<file path="src/sv/qea_pkg.sv">
// shared constants and types for the quadratic equation analyzer
package qea_pkg;

    localparam int COEF_BITS   = 16;
    localparam int FRAC_BITS   = 16;
    localparam int OUT_BITS    = 64;
    localparam int QUEUE_DEPTH = 2;

    typedef enum logic [1:0] {
        CONC_UP   = 2'd0,
        CONC_DOWN = 2'd1,
        CONC_FLAT = 2'd2
    } conc_t;

    typedef enum logic [1:0] {
        ROOTS_NONE = 2'd0,
        ROOTS_ONE  = 2'd1,
        ROOTS_TWO  = 2'd2
    } count_t;

    typedef struct packed {
        conc_t  concavity;
        count_t root_count;
        logic   roots_valid;
    } class_t;

endpackage

</file>
<file path="src/sv/qea_front.sv">
// front end: discriminant products, discriminant and classification
module qea_front #(
    parameter int COEF_BITS = qea_pkg::COEF_BITS
) (
    input  logic                                clk,
    input  logic                                rst_n,
    input  logic                                en,
    input  logic                                in_valid,
    input  logic signed [COEF_BITS-1:0]         coef_a,
    input  logic signed [COEF_BITS-1:0]         coef_b,
    input  logic signed [COEF_BITS-1:0]         coef_c,
    output logic                                out_valid,
    output logic signed [COEF_BITS-1:0]         a_out,
    output logic signed [COEF_BITS-1:0]         b_out,
    output logic signed [2*COEF_BITS+1:0]       d_out,
    output qea_pkg::class_t                     cls_out
);
    localparam int PW = 2 * COEF_BITS;
    localparam int DW = PW + 2;

    logic                        v1_reg;
    logic                        v2_reg;
    logic signed [COEF_BITS-1:0] a1_reg;
    logic signed [COEF_BITS-1:0] b1_reg;
    logic signed [PW-1:0]        bb_reg;
    logic signed [PW-1:0]        ac_reg;
    logic signed [PW-1:0]        bb_next;
    logic signed [PW-1:0]        ac_next;
    logic signed [COEF_BITS-1:0] a2_reg;
    logic signed [COEF_BITS-1:0] b2_reg;
    logic signed [DW-1:0]        d2_reg;
    logic signed [DW-1:0]        d_next;
    qea_pkg::class_t             cls2_reg;
    qea_pkg::class_t             cls_next;

    assign bb_next = coef_b * coef_b;
    assign ac_next = coef_a * coef_c;

    always_comb
    begin
        d_next = $signed({{2{bb_reg[PW-1]}}, bb_reg}) - $signed({ac_reg, 2'b00});
        if (a1_reg == '0)
        begin
            cls_next.concavity = qea_pkg::CONC_FLAT;
        end
        else if (a1_reg[COEF_BITS-1])
        begin
            cls_next.concavity = qea_pkg::CONC_DOWN;
        end
        else
        begin
            cls_next.concavity = qea_pkg::CONC_UP;
        end
        if (d_next[DW-1])
        begin
            cls_next.root_count = qea_pkg::ROOTS_NONE;
        end
        else if (d_next == '0)
        begin
            cls_next.root_count = qea_pkg::ROOTS_ONE;
        end
        else
        begin
            cls_next.root_count = qea_pkg::ROOTS_TWO;
        end
        cls_next.roots_valid = (a1_reg != '0) && !d_next[DW-1];
    end

    always_ff @(posedge clk or negedge rst_n)
    begin
        if (!rst_n)
        begin
            v1_reg <= 1'b0;
            v2_reg <= 1'b0;
        end
        else if (en)
        begin
            v1_reg <= in_valid;
            v2_reg <= v1_reg;
        end
    end

    always_ff @(posedge clk)
    begin
        if (en)
        begin
            a1_reg   <= coef_a;
            b1_reg   <= coef_b;
            bb_reg   <= bb_next;
            ac_reg   <= ac_next;
            a2_reg   <= a1_reg;
            b2_reg   <= b1_reg;
            d2_reg   <= d_next;
            cls2_reg <= cls_next;
        end
    end

    assign out_valid = v2_reg;
    assign a_out     = a2_reg;
    assign b_out     = b2_reg;
    assign d_out     = d2_reg;
    assign cls_out   = cls2_reg;
endmodule

</file>
<file path="config.mk">
export PLATFORM = sky130hd
export DESIGN_NAME = qea_front
export DESIGN_NICKNAME = d
export VERILOG_FILES = /design/src/sv/qea_pkg.sv /design/src/sv/qea_front.sv
export SDC_FILE = /design/constraint.sdc
export NUM_CORES = 2
export LEC_CHECK = 0
export BUFFER_PORTS_ARGS = -buffer_cell sky130_fd_sc_hd__buf_2
export CAP_MARGIN = 20
export CORE_ASPECT_RATIO = 1.25
export CORE_MARGIN = 4
export CORE_UTILIZATION = 39
export DETAILED_ROUTE_END_ITERATION = 6
export SLEW_MARGIN = 20
export SYNTH_ARGS = -nofsm -noshare
export SYNTH_HDL_FRONTEND = slang
export SYNTH_SLANG_ARGS = --single-unit
export TNS_END_PERCENT = 30
</file>
<file path="constraint.sdc">
create_clock -name clk -period 3.9 [get_ports clk]
set_input_delay 0.195 -clock clk [delete_from_list [all_inputs] [get_ports clk]]
set_output_delay 0.195 -clock clk [all_outputs]
set_load 0.03 [all_outputs]
</file>
==> results.json <==
{
  "antenna_cells": 0,
  "cp-end-kind": "register",
  "synth_top_family_by_area": "adder cells",
  "reg2reg_depth": 16,
  "core_mm2": 0.06467,
  "path_clk_slew_ns": 0.07,
  "drc": 0,
  "die_h_um": 294.1,
  "route.vias.total": 18510,
  "maxCapViolCount": 0,
  "clock_skew_ns": 0.01589,
  "cts_tree": "done",
  "start_util_pct": 39.48,
  "grt_antenna_before_repair": 2,
  "path_cells": "buf_12 -> and2_4 -> fa_1 -> inv_2 -> fa_1 -> fa_1 -> inv_1 -> fa_1 -> fa_1 -> inv_2 -> fa_1 -> inv_2 -> ha_4 -> a21o_1 -> a21oi_2 -> nor3b_2 -> o211ai_1 -> a31o_2 -> a21oi_4 -> nor3_2 -> a2111o_1 -> a21oi_2 -> xnor2_1",
  "fillers": 5901,
  "min-delay-start": "coef_a[7]",
  "netlist_area_mm2": 0.02553,
  "worstSetupPathDepth": 23,
  "dieArea_mm2": 0.06965,
  "required_ns": 4.14,
  "syn2layout_area_growth_pct": 25.70,
  "violations": "setup timing",
  "grt_pass1_wl_mm": 105.0,
  "synthAdderAreaFrac_pct": 48.82,
  "grt_max_degree": 76,
  "first_iter_violations": 701,
  "routabilityCongestion": 0.8962,
  "cts_sinks": 165,
  "status": "finished with violations",
  "worstSetupStartpointType": "primary input",
  "syn_avg_cell_area_um2": 10.14,
  "max_slew_margin_pct": 27.76,
  "vias_per_cell": 4.781,
  "pre_cts_slack_ns": -2.310,
  "fin_area_mm2": 0.03210,
  "io_buffers": 122,
  "worst_hold_path_type": "in2reg",
  "syn-instance-count": 2517,
  "multiInputGateArea_mm2": 0.01879,
  "fmax_mhz": 184.1,
  "fin_nets": 3760,
  "mostFrequentLayoutCells": "637 x inv_1, 471 x fa_1, 389 x buf_4",
  "reg2reg_from": "bb_reg[2]",
  "cts_buffers": 17,
  "grt_pass1_vias": 21040,
  "synth_cell_types": 67,
  "worst-r2r-setup-slack_ns": -0.05,
  "regArea_mm2": 0.004945,
  "dr.pass1.iters": 7,
  "setup_slack_ns": -1.532,
  "hold_viol_final": 0,
  "final_common_cell": "inv_1",
  "synth_xor_area_share_pct": 3.670,
  "finalMaxSlewViolations": 0,
  "ys_seq_area_share_pct": 19.37,
  "antenna_left": 0,
  "r2r-end": "cls_out[2]",
  "synth_edf_count": 163,
  "finalWirelength_mm": 63.40,
  "grt_overflow_total": 0,
  "io_pins": 124,
  "wire_per_inst_um": 16.38,
  "crit_family": "adder cells",
  "crit_type": "in2reg",
  "grt_use_total_pct": 18.94,
  "cp_slowest_cell": "fa_1",
  "cts_root_buffer": "clkbuf_16",
  "cts.path.max_buffers": 2,
  "rsz0062_at_grt": "true",
  "finalSetupViolCount": 47,
  "async_reset_ff_share_pct": 1.212,
  "whs_path_depth": 2,
  "post_dp_cell_area_mm2": 0.03006,
  "cp_num_buf_inv": 5,
  "min_to": "a1_reg[7]",
  "cp_max_fo": 6,
  "critPathMaxStageDelay_ns": 0.55,
  "die_w_um": 236.9,
  "post-dp-hpwl_mm": 54.46,
  "synth_seq_cells": 165,
  "cts.htree.levels": 4,
  "yosys.area_share.simple_pct": 11.00,
  "ys.flop_type": "edfxtp_1",
  "synth.area.mux_share_pct": 0.1274,
  "rows": 104,
  "clk_latency_ns": 0.50,
  "layout-drive-gt1-share_pct": 25.41,
  "arrival_ns": 5.67,
  "period_needed_ns": 5.432,
  "finish.utilization_pct": 49.63,
  "worst_pin_slew_ns": 1.074,
  "yosys_warnings": 0,
  "cpMostUsedCell": "fa_1",
  "synth-compound-area-share_pct": 6.272,
  "synth_nets": 3267,
  "period_share_pct": 139.3
}
metal layers:
metal / up-vias / GRT usage [%] / part of all wire, %
met5: - / 0 / 0
met4: 0 / 8.590 / 4.4
met3: 127 / 2.522 / 3.1
met2: 321 / 35.10 / 54
met1: 9413 / 21.68 / 38
li1: 8647 / - / -
area by class of cell:
cell class / count / share of cell area (%)
Sequential cell: 165 / 15.41
Timing Repair Buffer: 543 / 13.03
Tap cell: 848 / 3.306
Clock buffer: 17 / 1.325
Clock inverter: 15 / 0.6627
Multi-Input combinational cell: 1624 / 58.53
Inverter: 659 / 7.734
through the flow:
stage,cells,TNS (ns),hold slack [ns]
after floorplan,2517,-54.03,-0.1006
after global placement,3803,-76.68,-0.02171
after detailed placement,3803,-78.71,-0.01856
after CTS,3858,-43.54,0.01296
after global routing,3871,-53.74,0.03078
final,3871,-46.36,0.04641
synth_stat cells (24+ instances only):
library cell    n  area [um2]
inv_1         658        2470
fa_1          497        9950
nand2_1       225       844.6
ha_1          201        2515
edfxtp_1      163        4895
and2_1        159       994.7
nor2_1         82       307.8
xnor2_1        80       700.7
a21oi_1        78       390.4
clkbuf_1       66       247.7
a21o_1         36       270.3
o21ai_0        31       155.2
xor2_1         27       236.5
nand2b_1       24       150.1
cells by family (layout without fill, tap and decap cells):
logic type,Yosys count,after routing
other cells,1,1
buf+inv,728,1234
mux,3,3
fa+ha+maj,698,698
flops,165,165
simple gates,570,570
compound gates,245,245
xor+xnor,107,107
how the worst max path moves through the flow:
stage	startpoint	to	slack, ns
after floorplan	coef_b[3]	bb_reg[30]	-1.91
after global routing	coef_b[7]	bb_reg[30]	-1.73
after global placement	coef_b[9]	bb_reg[30]	-2.26
after detailed placement	coef_b[3]	bb_reg[31]	-2.31
final	coef_c[5]	ac_reg[31]	-1.53
after CTS	coef_b[9]	bb_reg[30]	-1.54
repair_timing:
action,4_1_cts,5_1_grt
hold buffers,7,0
endpoints found under the hold margin,7,0
setup buffers,17,14
endpoints found under the setup margin,50,51
pin swaps,96,55
resized for setup,216,81
Power is left out: the tool's default activity adds up to more than one toggle a clock period on the data nets, which glitch-free logic cannot reach.
