File: config.mk
export PLATFORM = sky130hd
export DESIGN_NAME = qea_queue
export DESIGN_NICKNAME = d
export VERILOG_FILES = /design/src/sv/qea_pkg.sv /design/src/sv/qea_queue.sv
export SDC_FILE = /design/constraint.sdc
export NUM_CORES = 1
export LEC_CHECK = 0
export ABC_AREA = 1
export BUFFER_PORTS_ARGS = -buffer_cell sky130_fd_sc_hd__buf_2
export CORE_AREA = 3 3 48 50
export DETAILED_ROUTE_END_ITERATION = 8
export DIE_AREA = 0 0 51 53
export PLACE_DENSITY = 0.73
export SETUP_SLACK_MARGIN = 0.2
export SLEW_MARGIN = 10
export SYNTH_ARGS = -nofsm -noshare
export SYNTH_HDL_FRONTEND = slang
export SYNTH_SLANG_ARGS = --single-unit
export TNS_END_PERCENT = 20
File: constraint.sdc
create_clock -name clk -period 1.21 [get_ports clk]
set_input_delay 0.121 -clock clk [delete_from_list [all_inputs] [get_ports clk]]
set_output_delay 0.121 -clock clk [all_outputs]
set_load 0.005 [all_outputs]
File: src/sv/qea_pkg.sv
// shared constants and types for the quadratic equation analyzer
package qea_pkg;

    localparam int COEF_BITS   = 16;
    localparam int FRAC_BITS   = 16;
    localparam int OUT_BITS    = 64;
    localparam int QUEUE_DEPTH = 2;

    typedef enum logic [1:0] {
        CONC_UP   = 2'd0,
        CONC_DOWN = 2'd1,
        CONC_FLAT = 2'd2
    } conc_t;

    typedef enum logic [1:0] {
        ROOTS_NONE = 2'd0,
        ROOTS_ONE  = 2'd1,
        ROOTS_TWO  = 2'd2
    } count_t;

    typedef struct packed {
        conc_t  concavity;
        count_t root_count;
        logic   roots_valid;
    } class_t;

endpackage

File: src/sv/qea_queue.sv
// short queue between front end and back end
module qea_queue #(
    parameter int WIDTH = 8,
    parameter int DEPTH = qea_pkg::QUEUE_DEPTH
) (
    input  logic             clk,
    input  logic             rst_n,
    input  logic             push,
    input  logic [WIDTH-1:0] push_data,
    output logic             push_ready,
    input  logic             pop,
    output logic             pop_valid,
    output logic [WIDTH-1:0] pop_data
);
    localparam int CW = $clog2(DEPTH + 1);
    localparam int AW = $clog2(DEPTH);

    logic [WIDTH-1:0] mem_reg [DEPTH];
    logic [AW-1:0]    wr_ptr_reg;
    logic [AW-1:0]    rd_ptr_reg;
    logic [CW-1:0]    count_reg;
    logic [AW-1:0]    wr_ptr_next;
    logic [AW-1:0]    rd_ptr_next;
    logic [CW-1:0]    count_next;

    assign push_ready = count_reg != CW'(DEPTH);
    assign pop_valid  = count_reg != '0;
    assign pop_data   = mem_reg[rd_ptr_reg];

    always_comb
    begin
        wr_ptr_next = wr_ptr_reg;
        rd_ptr_next = rd_ptr_reg;
        count_next  = count_reg;
        if (push)
        begin
            wr_ptr_next = (wr_ptr_reg == AW'(DEPTH - 1)) ? '0 : wr_ptr_reg + 1'b1;
        end
        if (pop)
        begin
            rd_ptr_next = (rd_ptr_reg == AW'(DEPTH - 1)) ? '0 : rd_ptr_reg + 1'b1;
        end
        if (push && !pop)
        begin
            count_next = count_reg + 1'b1;
        end
        else if (pop && !push)
        begin
            count_next = count_reg - 1'b1;
        end
    end

    always_ff @(posedge clk or negedge rst_n)
    begin
        if (!rst_n)
        begin
            wr_ptr_reg <= '0;
            rd_ptr_reg <= '0;
            count_reg  <= '0;
        end
        else
        begin
            wr_ptr_reg <= wr_ptr_next;
            rd_ptr_reg <= rd_ptr_next;
            count_reg  <= count_next;
        end
    end

    always_ff @(posedge clk)
    begin
        if (push)
        begin
            mem_reg[wr_ptr_reg] <= push_data;
        end
    end

    assert property (@(posedge clk) disable iff (!rst_n) count_reg <= CW'(DEPTH))
        else $error("queue count beyond depth");
    assert property (@(posedge clk) disable iff (!rst_n) pop |-> count_reg != '0)
        else $error("queue pop while empty");
endmodule

==> flow_summary.ini, run 1 <==
[run_status]
status = finished with violations
failed_checks = negative setup slack

[layout]
fin_area_um2 = 1160
area_delta_synth_final_pct = 41.7
num-nets-final = 99
largest_reg_flops = 16
drive_gt1_frac = 0.471
antenna_cells = 0
multi_input_area_um2 = 203
final_cell_mix = 16 x edfxtp_1, 14 x buf_2, 10 x buf_6
final_common_cell = edfxtp_1
fillers = 171
seqCellArea_um2 = 582

[pwr]
switching_share = 0.260
p_total_mw = 2.48
combPwrFrac = 0.374
power_frac_seq = 0.410
ir_drop_mv = 0.930
leakagePower_nw = 0.512
powerDensity_nw_per_um2 = 2140
switchingPower_mw = 0.646
pwr-share-clk = 0.216
p_int_mw = 1.84

[clock_network]
cts_htree_levels = 1
clkSinkCount = 20
clk_latency_ns = 0.30
clockBufferDepth = 2
cts_made_buffers = 3
cts_tree = yes
clock_tree.root_cell = clkbuf_4
clk_pin_slew_worst_paths_ns = 0.11

[sta]
fin_crit_sh = 1.16
setup_violations = 8
slew_headroom = 0.881
setup_slack_ns = -0.191
post-route-min-period_ns = 1.40
worst_slew_pin_slew_ns = 0.178
max_freq_mhz = 714
fin_skew_ns = 0.00970
fin_hold_ws_ns = 0.0185
tns_ns = -1.44
hold_violations = 0
slew_viol_final = 0
rsz0062_at_grt = true

[synthesis]
ys_seq_area_frac = 0.709
ys_warn_count = 0
synth_compound_area_frac = 0
synth-adder-area-share = 0.0153
syn_inst = 50
synth_top_family_by_area = multiplexers
synth_xor_area_frac = 0.0321
ys_ff_latch = 20
muxShareOfSynthArea = 0.147
syn_nets = 63
synth_cell_types = 12
netlist_area_um2 = 818
synthSimpleGateAreaFrac = 0.0505
avgSynthCellArea_um2 = 16.4

[floorplanning]
die_x_um = 51
core_um2 = 1940
initial_utilization = 0.421
dieArea_um2 = 2700
num_rows = 16
ioPinCount = 22
die_height_um = 53

[grt]
grt_pass1_wl_mm = 2.04
track_usage = 0.106
grt_max_degree = 13
antenna_found_initial = 0
gr-total-overflow = 0
grt_pass1_vias = 447

[routing]
drt_pass1_iterations = 2
drt_iter0_markers = 1
via_per_inst = 4.24
routed_wl_mm = 1.39
wl_per_cell_um = 12.4
drc = 0
antenna_left = 0
vias = 475

[placed_design]
io_buffer_count = 21
place.gp.congestion = 0.655
dpl-instance-area_um2 = 956
place_hpwl_um = 855
dp_slack_ns = -0.0406

[worst_setup_path]
start_kind = flip-flop
required_ns = 1.09
crit_chain = buf_6 -> mux2_4 -> buf_6
critical_path_class = reg2out
critPathSlowestCell = dfrtp_2
cpPeakStageDelay_ns = 0.43
path_common_cell = buf_6
cp_max_fo = 5
endpoint_kind = output port
crit_arrival_ns = 1.28

[flow_run]
maxCapViolations = 0

[min_path]
worstHoldPathType = in2reg
==> cells in the mapped netlist <==
| library cell | n | area (um2) |
|---|---|---|
| edfxtp_1 | 16 | 480 |
| mux2_4 | 8 | 120 |
| inv_1 | 7 | 26.3 |
| nand2_1 | 7 | 26.3 |
| dfrtp_1 | 4 | 100 |
| xor2_1 | 2 | 17.5 |
| buf_6 | 1 | 11.3 |
| ha_1 | 1 | 12.5 |
| nand3_1 | 1 | 5.00 |
| nand4_1 | 1 | 6.26 |
| nor2_1 | 1 | 3.75 |
| xnor2_1 | 1 | 8.76 |
==> per-stage QoR <==
step | cells | util
2_1_floorplan | 50 | -
3_3_place_gp | 98 | 0.492
3_5_place_dp | 98 | 0.492
4_1_cts | 106 | 0.555
5_1_grt | 112 | 0.597
6_report | 112 | 0.597
==> what timing repair did <==
item | in CTS | in global routing
hold buffers | 2 | 6
endpoints found under the setup margin | 18 | 18
hold endpoints to repair | 6 | 12
cloned | 0 | 0
setup buffers | 2 | 0
resized for setup | 10 | 4
==> final cells by class <==
class,instances,share of cell area
Clock buffer,3,0.0194
Clock inverter,1,0.0259
Inverter,7,0.0227
Multi-Input combinational cell,22,0.175
Sequential cell,20,0.502
Tap cell,27,0.0291
Timing Repair Buffer,32,0.227
==> kinds of logic (layout without fill, tap and decap cells) <==
kind of cell             Yosys count  count (layout)
buffers and inverters              8              43
XOR/XNOR                           3               3
adder cells (fa/ha/maj)            1               1
multiplexers                       8               8
AND/OR/NAND/NOR                   10              10
flip-flops                        20              20
==> worst paths after layout <==
path	endpoint	from	cells past startpoint	slack, ns
max in group asynchronous	rd_ptr_reg	rst_n	2	0.94
hold / removal	mem_reg[0][1]	push_data[1]	1	0.02
setup reg to reg	mem_reg[0][1]	wr_ptr_reg	2	0.24
setup / recovery	pop_data[3]	rd_ptr_reg	3	-0.19
min in group asynchronous	count_reg[1]	rst_n	2	0.14
hold reg to reg	count_reg[1]	count_reg[1]	2	0.52
==> critical path, delay by kind of cell (launching register included) <==
kind	cells	cell delay, ns
muxes	1	0.30
DFF	1	0.43
buffers and inverters	2	0.26
==> per-layer routing <==
metal  track usage  part of all wire  wire length [um]
met4        0.0538            0.0065                 9
met1         0.134              0.39               535
met3        0.0338             0.059                82
met5             0                 0                 0
met2         0.163              0.55               760
==> power groups by stage <==
stage | clock, mW | sequential [mW] | combinational [mW]
after global placement | 0 | 1.09 | 0.603
after floorplan | 0 | 1.01 | 0.496
after detailed placement | 0 | 1.10 | 0.617
after CTS | 0.548 | 1.02 | 0.854
final | 0.537 | 1.02 | 0.928
after global routing | 0.585 | 1.04 | 1.00
(Power assumes the default switching activity.)
==> inputs of run 2 (changes only) <==
Settings changed: CORE_AREA 3 3 48 50 to 3 3 45 47, DIE_AREA 0 0 51 53 to 0 0 48 50, GPL_TIMING_DRIVEN set to 1, PLACE_DENSITY 0.73 to 0.78.
Clock period 1.21 ns to 1.55 ns, I/O delays scaled along.
==> run 2 against run 1 <==
Net effect: the flow now finishes without violations; largest power group unchanged; sequential power down 22%; worst hold slack better by 0.026 ns; sequential share of layout area up 7.0 points; total power down 32%; utilization up 0.49 points; critical path depth unchanged.
==> flow_summary.ini, run 2 (synthesis results as in run 1) <==
[pwr]
switching_share = 0.273
p_int_mw = 1.23
switchingPower_mw = 0.459
power_frac_seq = 0.471
leakagePower_nw = 0.465
combPwrFrac = 0.355
p_total_mw = 1.69
ir_drop_mv = 1.04
powerDensity_nw_per_um2 = 1660
pwr-share-clk = 0.174

[placed_design]
numPlacedInstances = 88
place.gp.congestion = 0.629
io_buffer_count = 21
place_hpwl_um = 882
dp_slack_ns = 0.267

[sta]
slew_viol_final = 0
setup_violations = 0
fin_skew_ns = 0.00241
hold_violations = 0
setup_slack_ns = 0.112
rsz0062_at_grt = true
fin_crit_sh = 0.928
max_freq_mhz = 695
tns_ns = 0
slew_headroom = 0.780
post-route-min-period_ns = 1.44
worst_slew_pin_slew_ns = 0.330

[grt]
track_usage = 0.115
antenna_found_initial = 0
gr-total-overflow = 0
grt_pass1_wl_mm = 1.84
grt_pass1_vias = 454
grt_max_degree = 12

[floorplanning]
die_x_um = 48
ioPinCount = 22
initial_utilization = 0.484
num_rows = 15
dieArea_um2 = 2400
die_height_um = 50
core_um2 = 1690

[worst_setup_path]
endpoint_kind = output port
critPathSlowestCell = dfrtp_2
path_common_cell = buf_6
critical_path_class = reg2out
cpPeakStageDelay_ns = 0.43
required_ns = 1.39
crit_arrival_ns = 1.28
crit_chain = buf_6 -> mux2_4 -> buf_6
cp_max_fo = 5
start_kind = flip-flop

[layout]
num-nets-final = 92
final_cell_mix = 20 x buf_2, 16 x edfxtp_1, 8 x mux2_4
largest_reg_flops = 16
area_delta_synth_final_pct = 24.3
antenna_cells = 0
final_common_cell = buf_2
instances_no_fill = 95
drive_gt1_frac = 0.474

[clock_network]
clk_latency_ns = 0.29
cts_htree_levels = 1
clkSinkCount = 20
clk_pin_slew_worst_paths_ns = 0.10
cts_tree = yes
clock_tree.root_cell = clkbuf_4
cts_made_buffers = 3
clockBufferDepth = 2

[run_status]
status = complete, no violations

[routing]
drc = 0
via_per_inst = 4.92
routed_wl_mm = 1.19
drt_iter0_markers = 6
wl_per_cell_um = 12.5
antenna_left = 0
vias = 467
drt_pass1_iterations = 2

[min_path]
worstHoldPathType = in2reg

[flow_run]
maxCapViolations = 0
[run 2: layout make-up]
type	count	area [um2]
clock buffer	4	36.3
tap	17	21.3
fill	135	672
sequential	20	582
timing repair buffer	25	151
inverter	7	26.3
multi-input combinational	22	200
[run 2: worst paths after layout]
| check | from | cells after the start | slack [ns] | end |
|---|---|---|---|---|
| hold reg to reg | wr_ptr_reg | 1 | 0.50 | wr_ptr_reg |
| setup reg to reg | wr_ptr_reg | 2 | 0.52 | mem_reg[1][5] |
| min in group asynchronous | rst_n | 2 | 0.18 | wr_ptr_reg |
| hold / removal | push_data[3] | 1 | 0.04 | mem_reg[1][3] |
| max in group asynchronous | rst_n | 2 | 1.24 | rd_ptr_reg |
| setup / recovery | rd_ptr_reg | 3 | 0.11 | pop_data[1] |
[run 2: critical path, delay by kind of cell, from the launching register on]
kind                   cells  cell delay, ns
muxes                      1            0.30
DFF                        1            0.43
buffers and inverters      2            0.25
[run 2: timing repair]
action,CTS,global route
buffers inserted,2,0
endpoints found under the hold margin,4,0
hold buffers,1,0
endpoints found under the setup margin,8,8
gates resized for setup,5,0
[run 2: routing by layer]
metal  global-route usage  wire length [um]
met5                    0                 0
met4               0.0807                41
met2                0.178               573
met1                0.128               508
met3               0.0328                66
[run 2: through the flow]
step	util	hold slack, ns	instance area [um2]
floorplan	-	-0.141	818
global placement	0.557	-0.0349	941
detailed placement	0.557	-0.0311	941
CTS	0.602	0.0314	1020
global route	0.602	0.0208	1020
finish	0.602	0.0449	1020
[run 2: power by group through the flow]
stage | clock [mW] | sequential [mW] | combinational [mW]
after global placement | 0 | 0.846 | 0.465
after global routing | 0.323 | 0.809 | 0.663
after detailed placement | 0 | 0.857 | 0.479
after CTS | 0.306 | 0.795 | 0.611
final | 0.293 | 0.794 | 0.598
after floorplan | 0 | 0.786 | 0.385
